`config.mk`:
```
export PLATFORM = sky130hd
export DESIGN_NAME = two_segment_color_gradient
export DESIGN_NICKNAME = d
export VERILOG_FILES = /design/src/hw/rtl/tscg_pkg.sv /design/src/hw/rtl/two_segment_color_gradient.sv /design/src/hw/rtl/tscg_front.sv /design/src/hw/rtl/tscg_div.sv /design/src/hw/rtl/tscg_out.sv
export SDC_FILE = /design/constraint.sdc
export NUM_CORES = 2
export LEC_CHECK = 0
export BUFFER_PORTS_ARGS = -buffer_cell sky130_fd_sc_hd__buf_2
export CORE_AREA = 2 2 384 386
export DETAILED_ROUTE_END_ITERATION = 16
export DIE_AREA = 0 0 386 388
export PLACE_DENSITY = 0.59
export SLEW_MARGIN = 25
export SYNTH_ARGS = -nofsm -noshare
export SYNTH_HDL_FRONTEND = slang
export SYNTH_SLANG_ARGS = --single-unit
export TNS_END_PERCENT = 1
```
`constraint.sdc`:
```
create_clock -name clock -period 7.67 [get_ports clock]
set_clock_uncertainty 0.05 [all_clocks]
set_input_delay 0 -clock clock [delete_from_list [all_inputs] [get_ports clock]]
set_output_delay 0 -clock clock [all_outputs]
set_load 0.02 [all_outputs]
```
`src/hw/rtl/tscg_pkg.sv`:
```
// ----------------------------------------------------------------------------
// tscg_pkg
// Shared types, constants and helpers for the two-segment color gradient.
// ----------------------------------------------------------------------------
package tscg_pkg;

   localparam int MAX_ROWS_DEF = 4096;

   localparam int CHAN_W      = 8;
   localparam int NUM_CHAN    = 3;
   localparam int COLOR_W     = CHAN_W * NUM_CHAN;
   localparam int ROW_CNT_W   = 13;
   localparam int FRAC_W      = 16;
   localparam int ROW_W       = 12;
   localparam int CSR_IDX_W   = 2;
   localparam int CSR_DATA_W  = 24;

   // restoring divider: one quotient bit per step
   localparam int DIV_STEPS_PER_STAGE = 2;
   localparam int DIV_STAGES          = CHAN_W / DIV_STEPS_PER_STAGE;

   localparam logic [COLOR_W-1:0]   TOP_COLOR_RST    = '0;
   localparam logic [COLOR_W-1:0]   BOTTOM_COLOR_RST = '0;
   localparam logic [ROW_CNT_W-1:0] ROW_COUNT_RST    = ROW_CNT_W'(1);
   localparam logic [FRAC_W-1:0]    MIDPOINT_RST     = FRAC_W'(32768);

   typedef enum logic [CSR_IDX_W-1:0] {
      CSR_TOP_COLOR    = 2'd0,
      CSR_BOTTOM_COLOR = 2'd1,
      CSR_ROW_COUNT    = 2'd2,
      CSR_MIDPOINT     = 2'd3
   } csr_index_type;

   typedef struct packed {
      logic [COLOR_W-1:0]   top_color;
      logic [COLOR_W-1:0]   bottom_color;
      logic [ROW_CNT_W-1:0] row_count;
      logic [FRAC_W-1:0]    midpoint_fraction;
   } cfg_type;

   // channel 0 is red (top byte), 2 is blue
   function automatic logic [CHAN_W-1:0] chan_of(input logic [COLOR_W-1:0] color,
                                                  input int idx);
      return color[CHAN_W*(NUM_CHAN-1-idx) +: CHAN_W];
   endfunction

endpackage

```
`src/hw/rtl/two_segment_color_gradient.sv`:
```
// ----------------------------------------------------------------------------
// two_segment_color_gradient
// Returns the RGB color of a requested row of a two-segment vertical gradient.
// ----------------------------------------------------------------------------
// Takes one request per clock and returns one color per clock while no stall
// holds the pipeline; each request passes through 3 front stages for clamping,
// midpoint and the delta product, 4 stages of a restoring divider that resolves
// 2 quotient bits per stage, and 1 output register.
// Stalls on rsp_ stall only the full stages behind the output, so requests
// keep entering while empty stages remain. Write the csr_ registers only
// while no request is in flight.
// ----------------------------------------------------------------------------
module two_segment_color_gradient #(
   parameter int MAX_ROWS = tscg_pkg::MAX_ROWS_DEF
) (
   input  logic                               clock,
   input  logic                               reset,
   input  logic                               req_valid,
   output logic                               req_stall,
   input  logic [tscg_pkg::ROW_W-1:0]         req_row_index,
   output logic                               rsp_valid,
   input  logic                               rsp_stall,
   output logic [tscg_pkg::CHAN_W-1:0]        rsp_red,
   output logic [tscg_pkg::CHAN_W-1:0]        rsp_green,
   output logic [tscg_pkg::CHAN_W-1:0]        rsp_blue,
   input  logic                               csr_write_enable,
   input  logic [tscg_pkg::CSR_IDX_W-1:0]     csr_index,
   input  logic [tscg_pkg::CSR_DATA_W-1:0]    csr_write_data
);

   localparam int HW = $clog2(MAX_ROWS + 1);
   localparam int DW = HW + 1;
   localparam int PW = DW + tscg_pkg::CHAN_W;

   tscg_pkg::cfg_type cfg_ff;

   logic                                                  f_valid, f_stall;
   logic [tscg_pkg::NUM_CHAN-1:0][PW-1:0]                 f_prod;
   logic [DW-1:0]                                         f_den;
   logic                                                  d_valid, d_stall;
   logic [tscg_pkg::NUM_CHAN-1:0][tscg_pkg::CHAN_W-1:0]   d_quo;
   logic [tscg_pkg::NUM_CHAN-1:0][DW-1:0]                 d_rem;

   always_ff @(posedge clock) begin
      if (reset) begin
         cfg_ff.top_color         <= tscg_pkg::TOP_COLOR_RST;
         cfg_ff.bottom_color      <= tscg_pkg::BOTTOM_COLOR_RST;
         cfg_ff.row_count         <= tscg_pkg::ROW_COUNT_RST;
         cfg_ff.midpoint_fraction <= tscg_pkg::MIDPOINT_RST;
      end else if (csr_write_enable) begin
         unique case (tscg_pkg::csr_index_type'(csr_index))
            tscg_pkg::CSR_TOP_COLOR: begin
               cfg_ff.top_color <= csr_write_data[tscg_pkg::COLOR_W-1:0];
            end
            tscg_pkg::CSR_BOTTOM_COLOR: begin
               cfg_ff.bottom_color <= csr_write_data[tscg_pkg::COLOR_W-1:0];
            end
            tscg_pkg::CSR_ROW_COUNT: begin
               cfg_ff.row_count <= csr_write_data[tscg_pkg::ROW_CNT_W-1:0];
            end
            tscg_pkg::CSR_MIDPOINT: begin
               cfg_ff.midpoint_fraction <= csr_write_data[tscg_pkg::FRAC_W-1:0];
            end
         endcase
      end
   end

   tscg_front #(.MAX_ROWS(MAX_ROWS)) u_front (
      .clock        (clock),
      .reset        (reset),
      .cfg          (cfg_ff),
      .in_valid     (req_valid),
      .in_row_index (req_row_index),
      .in_stall     (req_stall),
      .out_valid    (f_valid),
      .out_prod     (f_prod),
      .out_den      (f_den),
      .out_stall    (f_stall)
   );

   tscg_div #(.MAX_ROWS(MAX_ROWS)) u_div (
      .clock     (clock),
      .reset     (reset),
      .in_valid  (f_valid),
      .in_prod   (f_prod),
      .in_den    (f_den),
      .in_stall  (f_stall),
      .out_valid (d_valid),
      .out_quo   (d_quo),
      .out_rem   (d_rem),
      .out_stall (d_stall)
   );

   tscg_out #(.MAX_ROWS(MAX_ROWS)) u_out (
      .clock     (clock),
      .reset     (reset),
      .cfg       (cfg_ff),
      .in_valid  (d_valid),
      .in_quo    (d_quo),
      .in_rem    (d_rem),
      .in_stall  (d_stall),
      .rsp_valid (rsp_valid),
      .rsp_red   (rsp_red),
      .rsp_green (rsp_green),
      .rsp_blue  (rsp_blue),
      .rsp_stall (rsp_stall)
   );

endmodule

```
`src/hw/rtl/tscg_front.sv`:
```
// ----------------------------------------------------------------------------
// tscg_front
// Row/height clamping, midpoint, segment select and |delta| * position product.
// Three register stages.
// ----------------------------------------------------------------------------
module tscg_front #(
   parameter int  MAX_ROWS = tscg_pkg::MAX_ROWS_DEF,
   localparam int HW       = $clog2(MAX_ROWS + 1),
   localparam int DW       = HW + 1,
   localparam int PW       = DW + tscg_pkg::CHAN_W
) (
   input  logic                                        clock,
   input  logic                                        reset,
   input  tscg_pkg::cfg_type                           cfg,
   input  logic                                        in_valid,
   input  logic [tscg_pkg::ROW_W-1:0]                  in_row_index,
   output logic                                        in_stall,
   output logic                                        out_valid,
   output logic [tscg_pkg::NUM_CHAN-1:0][PW-1:0]       out_prod,
   output logic [DW-1:0]                               out_den,
   input  logic                                        out_stall
);

   localparam int MPW = tscg_pkg::FRAC_W + HW;

   logic           hold1, hold2, hold3;

   // stage 1
   logic [HW-1:0]  h_in;
   logic [HW-1:0]  y_in;
   logic [MPW-1:0] mprod;
   logic           v1_ff;
   logic [HW-1:0]  y1_ff, h1_ff, mh1_ff;

   // stage 2
   logic [HW-1:0]  hm1, m, km;
   logic           upper;
   logic [DW-1:0]  den_in, t_in;
   logic           v2_ff;
   logic [DW-1:0]  den2_ff, t2_ff;

   // stage 3
   logic [tscg_pkg::NUM_CHAN-1:0][PW-1:0] prod_in;
   logic                                  v3_ff;
   logic [tscg_pkg::NUM_CHAN-1:0][PW-1:0] prod3_ff;
   logic [DW-1:0]                         den3_ff;

   assign hold3    = v3_ff && out_stall;
   assign hold2    = v2_ff && hold3;
   assign hold1    = v1_ff && hold2;
   assign in_stall = hold1;

   always_comb begin
      priority if (cfg.row_count == '0) begin
         h_in = HW'(1);
      end else if (cfg.row_count > MAX_ROWS) begin
         h_in = HW'(MAX_ROWS);
      end else begin
         h_in = HW'(cfg.row_count);
      end
      if (in_row_index >= h_in) begin
         y_in = h_in - HW'(1);
      end else begin
         y_in = HW'(in_row_index);
      end
   end

   assign mprod = MPW'(cfg.midpoint_fraction) * MPW'(h_in);

   always_ff @(posedge clock) begin
      if (reset) begin
         v1_ff <= 1'b0;
      end else if (!hold1) begin
         v1_ff <= in_valid;
      end
   end

   always_ff @(posedge clock) begin
      if (!hold1) begin
         y1_ff  <= y_in;
         h1_ff  <= h_in;
         mh1_ff <= mprod[MPW-1:tscg_pkg::FRAC_W];
      end
   end

   always_comb begin
      hm1   = h1_ff - HW'(1);
      m     = (mh1_ff > hm1) ? hm1 : mh1_ff;
      upper = y1_ff < m;
      km    = h1_ff - m;
      if (upper) begin
         den_in = {m, 1'b0};
         t_in   = {1'b0, y1_ff};
      end else begin
         den_in = {km, 1'b0};
         t_in   = {1'b0, km} + {1'b0, y1_ff} - {1'b0, m};
      end
   end

   always_ff @(posedge clock) begin
      if (reset) begin
         v2_ff <= 1'b0;
      end else if (!hold2) begin
         v2_ff <= v1_ff;
      end
   end

   always_ff @(posedge clock) begin
      if (!hold2) begin
         den2_ff <= den_in;
         t2_ff   <= t_in;
      end
   end

   always_comb begin
      logic [tscg_pkg::CHAN_W-1:0] s, e, ad;
      for (int c = 0; c < tscg_pkg::NUM_CHAN; c++) begin
         s  = tscg_pkg::chan_of(cfg.top_color, c);
         e  = tscg_pkg::chan_of(cfg.bottom_color, c);
         ad = (e >= s) ? (e - s) : (s - e);
         prod_in[c] = PW'(ad) * PW'(t2_ff);
      end
   end

   always_ff @(posedge clock) begin
      if (reset) begin
         v3_ff <= 1'b0;
      end else if (!hold3) begin
         v3_ff <= v2_ff;
      end
   end

   always_ff @(posedge clock) begin
      if (!hold3) begin
         prod3_ff <= prod_in;
         den3_ff  <= den2_ff;
      end
   end

   assign out_valid = v3_ff;
   assign out_prod  = prod3_ff;
   assign out_den   = den3_ff;

`ifndef SYNTHESIS
   a_pos_below_den: assert property (@(posedge clock) disable iff (reset)
      v2_ff |-> (den2_ff != '0) && (t2_ff < den2_ff))
      else $error("segment position not below denominator");
`endif

endmodule

```
`src/hw/rtl/tscg_div.sv`:
```
// ----------------------------------------------------------------------------
// tscg_div
// Pipelined restoring divider, one lane per channel, shared denominator.
// Two quotient bits per stage.
// ----------------------------------------------------------------------------
module tscg_div #(
   parameter int  MAX_ROWS = tscg_pkg::MAX_ROWS_DEF,
   localparam int HW       = $clog2(MAX_ROWS + 1),
   localparam int DW       = HW + 1,
   localparam int PW       = DW + tscg_pkg::CHAN_W
) (
   input  logic                                            clock,
   input  logic                                            reset,
   input  logic                                            in_valid,
   input  logic [tscg_pkg::NUM_CHAN-1:0][PW-1:0]           in_prod,
   input  logic [DW-1:0]                                   in_den,
   output logic                                            in_stall,
   output logic                                            out_valid,
   output logic [tscg_pkg::NUM_CHAN-1:0][tscg_pkg::CHAN_W-1:0] out_quo,
   output logic [tscg_pkg::NUM_CHAN-1:0][DW-1:0]           out_rem,
   input  logic                                            out_stall
);

   localparam int NST = tscg_pkg::DIV_STAGES;
   localparam int NCH = tscg_pkg::NUM_CHAN;
   localparam int CW  = tscg_pkg::CHAN_W;

   logic [NST-1:0]                 hold;
   logic [NST-1:0]                 src_v;
   logic [DW-1:0]                  src_den [NST];
   logic [NCH-1:0][DW-1:0]         src_r   [NST];
   logic [NCH-1:0][CW-1:0]         src_lo  [NST];
   logic [NCH-1:0][CW-1:0]         src_q   [NST];

   logic                           v_ff    [NST];
   logic [DW-1:0]                  den_ff  [NST];
   logic [NCH-1:0][DW-1:0]         r_ff    [NST];
   logic [NCH-1:0][CW-1:0]         lo_ff   [NST];
   logic [NCH-1:0][CW-1:0]         q_ff    [NST];

   logic [NCH-1:0][DW-1:0]         r_in    [NST];
   logic [NCH-1:0][CW-1:0]         lo_in   [NST];
   logic [NCH-1:0][CW-1:0]         q_in    [NST];

   assign in_stall = hold[0];

   for (genvar k = 0; k < NST; k++) begin : g_stage
      if (k == 0) begin : g_first
         assign src_v[k]   = in_valid;
         assign src_den[k] = in_den;
         for (genvar c = 0; c < NCH; c++) begin : g_ch
            assign src_r[k][c]  = in_prod[c][PW-1:CW];
            assign src_lo[k][c] = in_prod[c][CW-1:0];
            assign src_q[k][c]  = '0;
         end
      end else begin : g_next
         assign src_v[k]   = v_ff[k-1];
         assign src_den[k] = den_ff[k-1];
         assign src_r[k]   = r_ff[k-1];
         assign src_lo[k]  = lo_ff[k-1];
         assign src_q[k]   = q_ff[k-1];
      end

      if (k == NST - 1) begin : g_last
         assign hold[k] = v_ff[k] && out_stall;
      end else begin : g_mid
         assign hold[k] = v_ff[k] && hold[k+1];
      end

      always_comb begin
         logic [DW:0]   x;
         logic [DW-1:0] r;
         logic [CW-1:0] lo, q;
         for (int c = 0; c < NCH; c++) begin
            r  = src_r[k][c];
            lo = src_lo[k][c];
            q  = src_q[k][c];
            for (int s = 0; s < tscg_pkg::DIV_STEPS_PER_STAGE; s++) begin
               x  = {r, lo[CW-1]};
               lo = lo << 1;
               if (x >= {1'b0, src_den[k]}) begin
                  r = DW'(x - {1'b0, src_den[k]});
                  q = {q[CW-2:0], 1'b1};
               end else begin
                  r = x[DW-1:0];
                  q = {q[CW-2:0], 1'b0};
               end
            end
            r_in[k][c]  = r;
            lo_in[k][c] = lo;
            q_in[k][c]  = q;
         end
      end

      always_ff @(posedge clock) begin
         if (reset) begin
            v_ff[k] <= 1'b0;
         end else if (!hold[k]) begin
            v_ff[k] <= src_v[k];
         end
      end

      always_ff @(posedge clock) begin
         if (!hold[k]) begin
            den_ff[k] <= src_den[k];
            r_ff[k]   <= r_in[k];
            lo_ff[k]  <= lo_in[k];
            q_ff[k]   <= q_in[k];
         end
      end
   end

   assign out_valid = v_ff[NST-1];
   assign out_quo   = q_ff[NST-1];
   assign out_rem   = r_ff[NST-1];

`ifndef SYNTHESIS
   for (genvar c = 0; c < NCH; c++) begin : g_chk
      a_rem_below_den: assert property (@(posedge clock) disable iff (reset)
         v_ff[NST-1] |-> (r_ff[NST-1][c] < den_ff[NST-1]))
         else $error("divider remainder not below denominator");
   end
`endif

endmodule

```
`src/hw/rtl/tscg_out.sv`:
```
// ----------------------------------------------------------------------------
// tscg_out
// Applies delta sign with floor rounding, adds start channel, output register.
// ----------------------------------------------------------------------------
module tscg_out #(
   parameter int  MAX_ROWS = tscg_pkg::MAX_ROWS_DEF,
   localparam int HW       = $clog2(MAX_ROWS + 1),
   localparam int DW       = HW + 1
) (
   input  logic                                                clock,
   input  logic                                                reset,
   input  tscg_pkg::cfg_type                                   cfg,
   input  logic                                                in_valid,
   input  logic [tscg_pkg::NUM_CHAN-1:0][tscg_pkg::CHAN_W-1:0] in_quo,
   input  logic [tscg_pkg::NUM_CHAN-1:0][DW-1:0]               in_rem,
   output logic                                                in_stall,
   output logic                                                rsp_valid,
   output logic [tscg_pkg::CHAN_W-1:0]                         rsp_red,
   output logic [tscg_pkg::CHAN_W-1:0]                         rsp_green,
   output logic [tscg_pkg::CHAN_W-1:0]                         rsp_blue,
   input  logic                                                rsp_stall
);

   localparam int NCH = tscg_pkg::NUM_CHAN;
   localparam int CW  = tscg_pkg::CHAN_W;

   logic                    hold;
   logic [NCH-1:0][CW-1:0]  val_in;
   logic                    valid_ff;
   logic [NCH-1:0][CW-1:0]  val_ff;

   assign hold     = valid_ff && rsp_stall;
   assign in_stall = hold;

   // negative delta: floor of -(a/b) is -(q + (r != 0))
   always_comb begin
      logic [CW-1:0] s, e;
      logic [CW:0]   sum;
      for (int c = 0; c < NCH; c++) begin
         s = tscg_pkg::chan_of(cfg.top_color, c);
         e = tscg_pkg::chan_of(cfg.bottom_color, c);
         if (e < s) begin
            sum = {1'b0, s} - {1'b0, in_quo[c]} - (CW+1)'(in_rem[c] != '0);
         end else begin
            sum = {1'b0, s} + {1'b0, in_quo[c]};
         end
         val_in[c] = sum[CW-1:0];
      end
   end

   always_ff @(posedge clock) begin
      if (reset) begin
         valid_ff <= 1'b0;
      end else if (!hold) begin
         valid_ff <= in_valid;
      end
   end

   always_ff @(posedge clock) begin
      if (!hold) begin
         val_ff <= val_in;
      end
   end

   assign rsp_valid = valid_ff;
   assign rsp_red   = val_ff[0];
   assign rsp_green = val_ff[1];
   assign rsp_blue  = val_ff[2];

`ifndef SYNTHESIS
   for (genvar c = 0; c < NCH; c++) begin : g_chk
      a_between_ends: assert property (@(posedge clock) disable iff (reset)
         valid_ff |->
            ((val_ff[c] >= tscg_pkg::chan_of(cfg.top_color, c)) &&
             (val_ff[c] <= tscg_pkg::chan_of(cfg.bottom_color, c))) ||
            ((val_ff[c] <= tscg_pkg::chan_of(cfg.top_color, c)) &&
             (val_ff[c] >= tscg_pkg::chan_of(cfg.bottom_color, c))))
         else $error("channel outside start/end range");
   end
`endif

endmodule

```
==> impl_metrics.ini <==
[outcome]
status = completed

[synthesis]
yosysTopAreaCell = edfxtp_1
synth_mux_area_frac = 0.05319
synth_area_um2 = 56510
synth_fa_ha_area_frac = 0.2986
ys_ff_latch = 557
ys_warn_count = 0
synthCells = 5852
yosysSeqAreaShare = 0.2817
syn_avg_cell_area_um2 = 9.656
ys_types = 82
synth_top_flop_cell = edfxtp_1
synth_compound_gate_area_share = 0.1149
synthesis.nets = 6990
synth-edff-count = 476
yosys.area_share.simple = 0.1302
yosys.area.top_type_share = 0.2530
synthArstFlopShare = 0
synth_top_family_by_area = adder cells
synthTopCellsByArea = edfxtp_1 25%, ha_1 15%, fa_1 15%
synth_xor_area_frac = 0.05503

[die]
die_y_um = 388
boundaryPins = 69
start_util = 0.3891
die_width_um = 386
core_um2 = 145200
die_area_um2 = 149800
num_rows = 140

[worst_setup_path]
worstPathArrival_ns = 7.71
required_ns = 8.01
cp_top_family = adder cells
crit_start = cfg_ff[29]
path_max_fanout = 13
crit_buf_inv = 7
cp_common_cell = fa_1
max_stage_delay_ns = 0.56
slowest_stage = fa_1
timing.rr.start = cfg_ff[29]
critPathKind = register to register
startpoint_type = register
cp.depth = 33
reg2regPathDepth = 33
end_kind = register
r2r_setup_slack_ns = 0.31
r2r_end = u_front.out_prod[62]

[global_routing]
grt_max_degree = 90
top_usage_layer = met2
grt_pass1_wl_mm = 232.2
grt_overflow = 0
grt.total_usage = 0.1965
use_met3 = 0.01882
use_met1 = 0.2576
antenna_found_initial = 5
use_met2 = 0.3406
grt_pass1_vias = 42078

[route]
vias = 41201
drt-pass1-iter-count = 5
finalWirelength_mm = 146.4
drt-initial-drc-count = 2316
vias_per_cell = 5.149
route.detailed.drc = 0
drtAntennaViolNets = 0
wl_per_cell_um = 18.29

[final_layout]
fillers = 13892
drive_gt1_frac = 0.1023
layout.nets = 7166
syn_to_final_growth_pct = 11.22
utilization = 0.4328

[clock_tree]
clk_pin_slew_ns = 0.06
cts_tree = yes
worst_skew_pair.late_latency_ns = 0.66
cts_made_buffers = 69
clock_path_buffers = 3
cts.htree.levels = 3
root_buffer = clkbuf_16
clock_sinks = 557

[hold_path]
min_path_type = primary input to register
holdPathStages = 4
min_from = csr_write_data[21]
min_to = cfg_ff[74]

[sta]
setup_viol = 0
relSlewSlack = 0.2877
drv_slew = 0
rsz0062_at_grt = true
hold_viol = 0
fin_crit_sh = 0.9600
max_freq_mhz = 135.8
fin_crit_ns = 7.363
worst_slew_pin_slew_ns = 1.061

[place]
dp_hpwl_mm = 116.2
place_congestion = 0.8999
io_buffers = 68

[run]
maxCapViolations = 0
## synthesized netlist by cell type, types with 8 or more instances
master,number
o21a_1,25
nand4_1,62
and3_1,33
nor2b_1,121
o21ai_0,216
nand4b_1,9
nor3b_1,8
nand3b_1,11
or2_2,9
edfxtp_1,476
fa_1,421
clkbuf_1,141
a21o_1,148
ha_1,674
a211o_1,10
buf_2,18
a31oi_1,10
or3_1,9
nor4_1,34
nand2b_1,75
a21oi_1,405
xor2_1,84
o21bai_1,69
o21ai_1,12
mux2_2,206
inv_1,817
nor2_1,265
nor3_1,52
mux2_4,15
a211oi_1,19
nand3_1,42
and2_1,170
a41o_1,8
nand2_1,622
o31ai_1,14
mux2i_1,46
a21boi_0,43
xnor2_1,271
dfxtp_1,81
## worst max path at each step
stage                                      end  slack, ns
after floorplan           u_front.out_prod[18]       0.35
after global placement    u_front.out_prod[62]       0.04
after detailed placement  u_front.out_prod[18]      -0.02
after CTS                 u_front.out_prod[62]      0.002
after global routing      u_front.out_prod[62]      -0.07
final                     u_front.out_prod[62]       0.31
## per-stage QoR
stage                     area, µm²  hold slack, ns  TNS [ns]  setup WS [ns]  cells
after floorplan               56510         0.07067         0         0.3539   5852
after global placement        59720          0.1621         0        0.03980   7817
after detailed placement      59750          0.1654  -0.02836       -0.01596   7819
after CTS                     62610         0.05487         0       0.001542   7991
after global routing          62840          0.1058   -0.2532       -0.07131   7999
final                         62850          0.1039         0         0.3067   8001
## state kept, by name, summed over array words and instances (netlist names), 13 cells and up
signal / count
u_front.den2_ff: 13
u_front.out_den: 13
u_front.mh1_ff: 13
u_front.h1_ff: 13
u_front.y1_ff: 13
u_front.t2_ff: 14
u_div.den_ff: 39
u_div.r_ff: 168
u_front.out_prod: 66
cfg_ff: 77
u_div.q_ff: 60
u_div.lo_ff: 36
## tightest hold or removal path, stage by stage
cell and delay (ns):
dlygate4sd3_1 0.53, buf_2 0.13, nand2_1 0.05, a21oi_1 0.05
## area by class of cell
cell class,instances,area (µm²),area share
diodes,2,5.005,0.00007963
clock buffers,80,1778,0.02829
clock inverters,45,611.8,0.009735
inverters,818,3074,0.04891
multi-input cells,4308,37020,0.5891
flip-flops and latches,557,15920,0.2532
well taps,1917,2399,0.03816
repair buffers,274,2042,0.03249
## placed cells by master, fill, tap and decap left out, types with 120 or more instances in the layout
master    netlist  layout
fa_1          421     421
a21o_1        148     148
nor2b_1       121     120
xnor2_1       271     270
mux2_2        206     206
o21ai_0       216     203
buf_4           1     152
nor2_1        265     265
inv_1         817     811
nand2_1       622     621
ha_1          674     674
and2_1        170     169
edfxtp_1      476     476
a21oi_1       405     402
## what timing repair did
item,CTS,global route
endpoints found under the setup margin,2,26
pin swaps,0,9
hold buffers,47,0
gates resized for setup,1,44
setup buffers,0,6
endpoints found under the hold margin,120,0
## layer usage
| metal | wire length (µm) | up-vias | part of all wire |
|---|---|---|---|
| li1 | - | 20190 | - |
| met1 | 65470 | 20076 | 0.45 |
| met2 | 71430 | 743 | 0.49 |
| met3 | 5244 | 192 | 0.036 |
| met4 | 4207 | 0 | 0.029 |
| met5 | 0 | - | 0 |
## logic make-up (layout without fill, tap and decap cells)
| kind of cell | Yosys count | count (layout) |
|---|---|---|
| simple gates | 1536 | 1536 |
| other cells | 0 | 2 |
| buf+inv | 987 | 1217 |
| fa+ha+maj | 1096 | 1096 |
| flops | 557 | 557 |
| mux | 267 | 267 |
| compound gates | 1054 | 1054 |
| xor+xnor | 355 | 355 |
Power is not shown: default switching activity piles up to over one toggle a cycle in this logic, so the estimate is an artifact.
